**config.mk**
```make
export PLATFORM = sky130hd
export DESIGN_NAME = gpio_register_bank
export DESIGN_NICKNAME = d
export VERILOG_FILES = /design/src/hw/rtl/gpio_rb_pkg.sv /design/src/hw/rtl/gpio_register_bank.sv /design/src/hw/rtl/gpio_rb_in_stage.sv /design/src/hw/rtl/gpio_rb_regs.sv
export SDC_FILE = /design/constraint.sdc
export NUM_CORES = 1
export LEC_CHECK = 0
export BUFFER_PORTS_ARGS = -buffer_cell sky130_fd_sc_hd__clkbuf_2
export CORE_MARGIN = 2
export CORE_UTILIZATION = 62
export CTS_CLUSTER_DIAMETER = 60
export DETAILED_ROUTE_END_ITERATION = 16
export GPL_ROUTABILITY_DRIVEN = 0
export HOLD_SLACK_MARGIN = 0.05
export PLACE_DENSITY_LB_ADDON = 0.25
export SYNTH_ARGS = -nofsm -noshare
export SYNTH_HDL_FRONTEND = slang
export SYNTH_SLANG_ARGS = --single-unit
```
**constraint.sdc**
```tcl
create_clock -name i_clk -period 7.8 [get_ports i_clk]
set_input_delay 1.56 -clock i_clk [delete_from_list [all_inputs] [get_ports i_clk]]
set_output_delay 1.56 -clock i_clk [all_outputs]
set_load 0.02 [all_outputs]
```
**src/hw/rtl/gpio_rb_pkg.sv**
```systemverilog
// ----------------------------------------------------------------------------
// gpio_rb_pkg: shared types and constants of the GPIO register bank
// Word map, pull mode codes, field widths and the transfer structs.
// ----------------------------------------------------------------------------
package gpio_rb_pkg;

    localparam int unsigned DataWidth    = 32;
    localparam int unsigned WordWidth    = 6;
    localparam int unsigned FselWords    = 4;
    localparam int unsigned FselBits     = 30;
    localparam int unsigned PinsPerFsel  = 10;
    localparam int unsigned FselField    = 3;
    localparam int unsigned PinCountDef  = 32;

    // register word addresses
    localparam logic [WordWidth-1:0] WORD_SET    = 6'd7;
    localparam logic [WordWidth-1:0] WORD_CLR    = 6'd10;
    localparam logic [WordWidth-1:0] WORD_LEV    = 6'd13;
    localparam logic [WordWidth-1:0] WORD_PUD    = 6'd37;
    localparam logic [WordWidth-1:0] WORD_PUDCLK = 6'd38;

    // access kinds
    localparam logic OP_READ  = 1'b0;
    localparam logic OP_WRITE = 1'b1;

    // pull mode codes; the fourth code is reserved and leaves pulls alone
    localparam logic [1:0] PULL_NONE = 2'd0;
    localparam logic [1:0] PULL_DOWN = 2'd1;
    localparam logic [1:0] PULL_UP   = 2'd2;

    localparam logic [FselField-1:0] FSEL_OUTPUT = 3'b001;

    typedef struct packed {
        logic                 opcode;
        logic [WordWidth-1:0] word_index;
        logic [DataWidth-1:0] write_data;
        logic [DataWidth-1:0] pin_levels;
    } t_access;

    typedef struct packed {
        logic [DataWidth-1:0] read_data;
        logic [DataWidth-1:0] output_latch;
        logic [DataWidth-1:0] output_enable;
        logic [DataWidth-1:0] pull_up_pins;
        logic [DataWidth-1:0] pull_down_pins;
    } t_result;

endpackage

```
**src/hw/rtl/gpio_register_bank.sv**
```systemverilog
// ----------------------------------------------------------------------------
// gpio_register_bank: register-level GPIO block for one pin bank
// Function select, set/clear output latch, level read and pull control.
// ----------------------------------------------------------------------------
// Path from input transfer to result valid: input register, then
// decode/update into the result register.
// Throughput: one access per cycle while the output is not stalled (i_stall).
// Reset: synchronous active low; all pins inputs, latch, pull mode and
// pull masks cleared, both stages empty.
module gpio_register_bank #(
    parameter int unsigned PIN_COUNT = gpio_rb_pkg::PinCountDef
) (
    input  logic        i_clk,
    input  logic        i_rst_n,
    input  logic        i_valid,
    output logic        o_stall,
    input  logic        i_opcode,
    input  logic [5:0]  i_word_index,
    input  logic [31:0] i_write_data,
    input  logic [31:0] i_pin_levels,
    output logic        o_valid,
    input  logic        i_stall,
    output logic [31:0] o_read_data,
    output logic [31:0] o_output_latch,
    output logic [31:0] o_output_enable,
    output logic [31:0] o_pull_up_pins,
    output logic [31:0] o_pull_down_pins
);

    gpio_rb_pkg::t_access w_in_item;
    gpio_rb_pkg::t_access w_stage_item;
    gpio_rb_pkg::t_result w_result;
    logic                 w_stage_valid;
    logic                 w_take;

    assign w_in_item.opcode     = i_opcode;
    assign w_in_item.word_index = i_word_index;
    assign w_in_item.write_data = i_write_data;
    assign w_in_item.pin_levels = i_pin_levels;

    gpio_rb_in_stage u_in_stage (
        .i_clk   (i_clk),
        .i_rst_n (i_rst_n),
        .i_valid (i_valid),
        .i_item  (w_in_item),
        .o_stall (o_stall),
        .o_valid (w_stage_valid),
        .o_item  (w_stage_item),
        .i_take  (w_take)
    );

    gpio_rb_regs #(
        .PIN_COUNT (PIN_COUNT)
    ) u_regs (
        .i_clk    (i_clk),
        .i_rst_n  (i_rst_n),
        .i_valid  (w_stage_valid),
        .i_item   (w_stage_item),
        .o_take   (w_take),
        .o_valid  (o_valid),
        .o_result (w_result),
        .i_stall  (i_stall)
    );

    assign o_read_data      = w_result.read_data;
    assign o_output_latch   = w_result.output_latch;
    assign o_output_enable  = w_result.output_enable;
    assign o_pull_up_pins   = w_result.pull_up_pins;
    assign o_pull_down_pins = w_result.pull_down_pins;

endmodule

```
**src/hw/rtl/gpio_rb_in_stage.sv**
```systemverilog
// ----------------------------------------------------------------------------
// gpio_rb_in_stage: input register of the GPIO register bank
// Holds one bus access; refills in the cycle the held access is taken.
// ----------------------------------------------------------------------------
module gpio_rb_in_stage (
    input  logic                i_clk,
    input  logic                i_rst_n,
    input  logic                i_valid,
    input  gpio_rb_pkg::t_access i_item,
    output logic                o_stall,
    output logic                o_valid,
    output gpio_rb_pkg::t_access o_item,
    input  logic                i_take
);

    logic                 r_valid;
    logic                 n_valid;
    gpio_rb_pkg::t_access r_item;
    logic                 w_accept;

    assign o_stall  = r_valid && !i_take;
    assign w_accept = i_valid && !o_stall;

    always_comb begin
        n_valid = r_valid;
        if (w_accept) begin
            n_valid = 1'b1;
        end else if (i_take) begin
            n_valid = 1'b0;
        end
    end

    always_ff @(posedge i_clk) begin
        if (!i_rst_n) begin
            r_valid <= 1'b0;
        end else begin
            r_valid <= n_valid;
        end
    end

    always_ff @(posedge i_clk) begin
        if (w_accept) begin
            r_item <= i_item;
        end
    end

    assign o_valid = r_valid;
    assign o_item  = r_item;

endmodule

```
**src/hw/rtl/gpio_rb_regs.sv**
```systemverilog
// ----------------------------------------------------------------------------
// gpio_rb_regs: register file and result register of the GPIO register bank
// Decodes one access, updates the bank state and registers the pin-side view.
// ----------------------------------------------------------------------------
module gpio_rb_regs #(
    parameter int unsigned PIN_COUNT = gpio_rb_pkg::PinCountDef
) (
    input  logic                 i_clk,
    input  logic                 i_rst_n,
    input  logic                 i_valid,
    input  gpio_rb_pkg::t_access i_item,
    output logic                 o_take,
    output logic                 o_valid,
    output gpio_rb_pkg::t_result o_result,
    input  logic                 i_stall
);

    localparam int unsigned DW = gpio_rb_pkg::DataWidth;
    localparam logic [DW-1:0] PinMask = DW'((64'd1 << PIN_COUNT) - 64'd1);

    logic [gpio_rb_pkg::FselBits-1:0] r_fsel [gpio_rb_pkg::FselWords];
    logic [gpio_rb_pkg::FselBits-1:0] n_fsel [gpio_rb_pkg::FselWords];
    logic [DW-1:0] r_latch, n_latch;
    logic [1:0]    r_pull_mode, n_pull_mode;
    logic [DW-1:0] r_pull_up, n_pull_up;
    logic [DW-1:0] r_pull_down, n_pull_down;
    logic          r_valid, n_valid;
    gpio_rb_pkg::t_result r_result, n_result;

    logic          w_write;
    logic          w_fsel_hit;
    logic [1:0]    w_fsel_idx;
    logic [DW-1:0] w_sel;
    logic [DW-1:0] w_rd;
    logic [DW-1:0] w_enable;

    assign o_take     = i_valid && (!r_valid || !i_stall);
    assign w_write    = i_item.opcode == gpio_rb_pkg::OP_WRITE;
    assign w_fsel_hit = i_item.word_index < gpio_rb_pkg::WordWidth'(gpio_rb_pkg::FselWords);
    assign w_fsel_idx = i_item.word_index[1:0];
    assign w_sel      = i_item.write_data & PinMask;

    // state update for the access in the input register
    always_comb begin
        n_fsel      = r_fsel;
        n_latch     = r_latch;
        n_pull_mode = r_pull_mode;
        n_pull_up   = r_pull_up;
        n_pull_down = r_pull_down;
        if (o_take && w_write) begin
            if (w_fsel_hit) begin
                n_fsel[w_fsel_idx] = i_item.write_data[gpio_rb_pkg::FselBits-1:0];
            end else if (i_item.word_index == gpio_rb_pkg::WORD_SET) begin
                n_latch = r_latch | w_sel;
            end else if (i_item.word_index == gpio_rb_pkg::WORD_CLR) begin
                n_latch = r_latch & ~w_sel;
            end else if (i_item.word_index == gpio_rb_pkg::WORD_PUD) begin
                n_pull_mode = i_item.write_data[1:0];
            end else if (i_item.word_index == gpio_rb_pkg::WORD_PUDCLK) begin
                unique case (r_pull_mode)
                    gpio_rb_pkg::PULL_NONE: begin
                        n_pull_up   = r_pull_up & ~w_sel;
                        n_pull_down = r_pull_down & ~w_sel;
                    end
                    gpio_rb_pkg::PULL_DOWN: begin
                        n_pull_up   = r_pull_up & ~w_sel;
                        n_pull_down = r_pull_down | w_sel;
                    end
                    gpio_rb_pkg::PULL_UP: begin
                        n_pull_up   = r_pull_up | w_sel;
                        n_pull_down = r_pull_down & ~w_sel;
                    end
                    default: begin
                    end
                endcase
            end
        end
    end

    // read path sees the state before this access
    always_comb begin
        w_rd = '0;
        if (!w_write) begin
            if (w_fsel_hit) begin
                w_rd = DW'(r_fsel[w_fsel_idx]);
            end else if (i_item.word_index == gpio_rb_pkg::WORD_LEV) begin
                w_rd = i_item.pin_levels & PinMask;
            end else if (i_item.word_index == gpio_rb_pkg::WORD_PUD) begin
                w_rd = DW'(r_pull_mode);
            end
        end
    end

    // pin p sits in word p/10 at bit 3*(p%10)
    for (genvar p = 0; p < DW; p++) begin : g_enable
        localparam int unsigned Word  = p / gpio_rb_pkg::PinsPerFsel;
        localparam int unsigned Shift = (p % gpio_rb_pkg::PinsPerFsel) * gpio_rb_pkg::FselField;
        assign w_enable[p] =
            n_fsel[Word][Shift +: gpio_rb_pkg::FselField] == gpio_rb_pkg::FSEL_OUTPUT;
    end

    always_comb begin
        n_result.read_data      = w_rd;
        n_result.output_latch   = n_latch & PinMask;
        n_result.output_enable  = w_enable & PinMask;
        n_result.pull_up_pins   = n_pull_up & PinMask;
        n_result.pull_down_pins = n_pull_down & PinMask;
    end

    always_comb begin
        n_valid = r_valid;
        if (o_take) begin
            n_valid = 1'b1;
        end else if (!i_stall) begin
            n_valid = 1'b0;
        end
    end

    always_ff @(posedge i_clk) begin
        if (!i_rst_n) begin
            r_valid     <= 1'b0;
            r_fsel      <= '{default: '0};
            r_latch     <= '0;
            r_pull_mode <= gpio_rb_pkg::PULL_NONE;
            r_pull_up   <= '0;
            r_pull_down <= '0;
        end else begin
            r_valid     <= n_valid;
            r_fsel      <= n_fsel;
            r_latch     <= n_latch;
            r_pull_mode <= n_pull_mode;
            r_pull_up   <= n_pull_up;
            r_pull_down <= n_pull_down;
        end
    end

    always_ff @(posedge i_clk) begin
        if (o_take) begin
            r_result <= n_result;
        end
    end

    assign o_valid  = r_valid;
    assign o_result = r_result;

endmodule
```
==> flow_summary.json <==
{
  "critical-path-top-delay-family": "buffers and inverters",
  "final_net_count": 1691,
  "antenna_found_initial": 0,
  "fillers": 1909,
  "leakagePower_uw": 0.007679,
  "rrSetupSlack_ns": 4.49,
  "clk_path_buf_depth": 3,
  "synth_fa_ha_area_share_pct": 0,
  "crit_fanout": 78,
  "ys_types": 36,
  "fin_skew_ns": 0.02080,
  "drv_cap": 0,
  "synthMuxAreaShare_pct": 7.289,
  "dr_wl_met3_um": 2973,
  "cts_tree": "done",
  "fin_crit_sh_pct": 52.29,
  "ys_seq_area_share_pct": 65.54,
  "cts_setup_buffers": 0,
  "worstSetupEndpointType": "flip-flop",
  "hold_start": "u_regs.r_pull_down[21]",
  "synth-xor-area-share_pct": 0,
  "grt_pass1_wl_um": 63310,
  "drcViolationCount": 0,
  "synth_edf_count": 231,
  "gr-usage-all-layers_pct": 27.98,
  "die_area_sq_um": 29260,
  "rr_worst_depth": 5,
  "crit_chain": "clkbuf_2 -> a21boi_4 -> buf_4 -> and3_1 -> and4_1 -> mux2i_1",
  "core.rowCount": 61,
  "initial_core_util_pct": 62.63,
  "status": "finished, final reports clean",
  "synthSimpleGateAreaFrac_pct": 10.85,
  "syn_area_per_cell_sq_um": 12.00,
  "ioPinCount": 237,
  "slowest_stage": "buf_4",
  "ys.warnings.count": 0,
  "top_layer_used": "met4",
  "worstHoldPathType": "reg2reg",
  "p_total_uw": 5130,
  "grt_pass1_vias": 11910,
  "critPathLaunchType": "primary input",
  "port_buffers": 236,
  "fmax_mhz": 245.2,
  "rsz0062_at_grt": "false",
  "htreeDepth": 2,
  "power.density_nw_per_um2": 253.5,
  "worst-path-buf-inv": 2,
  "path_clk_slew_ns": 0.06,
  "max_stage_delay_ns": 0.89,
  "core_area_sq_um": 27630,
  "peakVddDrop_mv": 0.3004,
  "area_delta_synth_final_pct": 16.96,
  "tns_ns": 0,
  "crit_type": "in2reg",
  "yosys_register_bits": 451,
  "hpwl_um": 25510,
  "syn_nets": 1517,
  "async_reset_ff_share_pct": 0,
  "grt_max_degree": 102,
  "slew_headroom_pct": 27.65,
  "wirelength_um": 41270,
  "grt-ovfl-total": 0,
  "drive_gt1_share_pct": 24.38,
  "setup_slack_ns": 3.721,
  "synth-compound-area-share_pct": 12.38,
  "diodes": 0,
  "r2r-end": "u_regs.r_pull_up[29]",
  "cts_root_buf": "clkbuf_16",
  "ctsResizeCount": 0,
  "holdBufCountCts": 0,
  "holdPathStages": 2,
  "hold_end": "u_regs.r_pull_down[21]",
  "met1Wirelength_um": 17120,
  "drtPass1Iterations": 5,
  "via_per_inst": 6.056,
  "synth_top_family_by_area": "compound AO/OA/AOI/OAI gates",
  "worst_pin_slew_ns": 1.085,
  "met2WireLength_um": 19820,
  "worstPathArrival_ns": 4.52,
  "synth_cells": 1442,
  "rr_startpoint": "u_regs.o_valid",
  "critPathRequiredTime_ns": 8.24,
  "final_max_slew_viol_count": 0,
  "clkLatencyLatePin_ns": 0.55,
  "min_period_ns": 4.079,
  "numCtsBuffers": 45,
  "syn-cell-area_sq_um": 17300,
  "setup_violations": 0,
  "vias": 12300,
  "antenna_left": 0,
  "cts_sinks": 451,
  "pre_cts_slack_ns": 3.174,
  "drt_iter0_drc": 1155,
  "synth_ff_type": "edfxtp_1",
  "wl_per_cell_um": 20.32,
  "die_h_um": 171.1,
  "final_hold_viol_count": 0,
  "die_w_um": 171.1
}
worst max path at each step:
stage            start                   end  slack, ns  cells after the start
2_1_floorplan  i_stall  u_in_stage.o_item[0]       2.31                      2
3_3_place_gp   i_stall   u_regs.o_result[38]       3.22                      7
3_5_place_dp   i_stall    u_regs.o_result[4]       3.17                      7
4_1_cts        i_stall  u_regs.r_pull_up[29]       3.70                      6
5_1_grt        i_stall   u_regs.o_result[32]       3.50                      7
6_report       i_stall  u_regs.r_pull_up[29]       3.72                      6
layout by cell type, fill, tap and decap left out, types with 18 or more instances in the layout:
| cell | instances |
|---|---|
| a211oi_1 | 40 |
| a21oi_1 | 73 |
| a22o_1 | 28 |
| a31oi_1 | 40 |
| buf_4 | 22 |
| clkbuf_16 | 50 |
| clkbuf_2 | 235 |
| dfxtp_1 | 220 |
| edfxtp_1 | 231 |
| inv_1 | 35 |
| mux2_4 | 20 |
| mux2i_1 | 24 |
| mux4_2 | 30 |
| nand2_1 | 127 |
| nand3_1 | 165 |
| nand4_1 | 18 |
| nor2_1 | 35 |
| o21ai_0 | 186 |
per-stage QoR:
step	hold slack, ns	cells	util (%)	cell area (sq um)
floorplan	0.4343	1442	-	17300
CTS	0.4696	2031	73.25	20240
global placement	0.4477	1947	67.36	18610
global route	0.4833	2031	73.25	20240
finish	0.4618	2031	73.25	20240
detailed placement	0.4559	1947	67.36	18610
synthesized netlist by cell type, drive strengths merged, types with 2 or more instances:
| master | n | area share, % |
|---|---|---|
| nor2 | 37 | 0.80 |
| nor2b | 3 | 0.11 |
| mux2 | 24 | 2.0 |
| edfxtp | 231 | 40 |
| inv | 36 | 0.78 |
| a22oi | 2 | 0.087 |
| a22o | 28 | 1.4 |
| mux2i | 24 | 1.4 |
| a211oi | 40 | 1.7 |
| nand3 | 175 | 5.8 |
| o21ai | 186 | 5.4 |
| clkbuf | 91 | 2.0 |
| and3 | 3 | 0.11 |
| a31oi | 40 | 1.4 |
| and4 | 2 | 0.10 |
| nand2 | 127 | 2.8 |
| a21oi | 73 | 2.1 |
| buf | 39 | 1.2 |
| dfxtp | 220 | 25 |
| and2 | 4 | 0.14 |
| mux4 | 30 | 3.9 |
| nand4 | 18 | 0.65 |
sequential cells by signal (all words and copies together) (netlist names), named ones only:
| signal | count |
|---|---|
| u_regs.r_latch | 32 |
| u_regs.r_pull_down | 32 |
| u_regs.o_result | 160 |
| u_in_stage.o_item | 71 |
| u_in_stage.o_valid | 1 |
| u_regs.r_pull_mode | 2 |
| u_regs.r_fsel | 96 |
| u_regs.o_valid | 1 |
| u_regs.r_pull_up | 32 |
where the power goes:
| part | switching, uW | total [uW] | internal (uW) | leakage (uW) |
|---|---|---|---|---|
| Combinational | 150 | 207 | 56.6 | 0.00298 |
| Sequential | 54.4 | 2610 | 2560 | 0.00391 |
| Clock | 896 | 2310 | 1420 | 0.000796 |
| Total | 1100 | 5130 | 4030 | 0.00768 |
worst reg2reg max path: cells and delay by family (launching register included):
family | cells | cell delay, ns
buffers and inverters | 1 | 0.90
and+or+nand+nor | 2 | 0.96
muxes | 1 | 0.24
DFF | 1 | 0.39
AOI/OAI and AO/OA | 1 | 0.73
cells by family (layout without fill, tap and decap cells):
logic type | after synthesis | count (layout)
flip-flops | 451 | 451
AO/OA/AOI/OAI | 371 | 371
AND/OR/NAND/NOR | 376 | 376
multiplexers | 78 | 78
buffers and inverters | 166 | 377
per-layer routing:
layer | vias up | global-route usage, %
li1 | 5683 | -
met1 | 5969 | 38.89
met2 | 557 | 44.60
met3 | 90 | 4.742
met4 | 0 | 10.50
met5 | - | 0
layout make-up:
cell class                      instances  area (sq um)  area share [%]
Timing Repair Buffer                  257          1341           6.628
Inverter                               36         135.1          0.6677
Clock buffer                           67          1405           6.943
Sequential cell                       451         11340           56.04
Multi-Input combinational cell        825          5320           26.29
Clock inverter                         17         221.5           1.094
Tap cell                              378         473.0           2.337
Power figures use the tool's default switching activity.
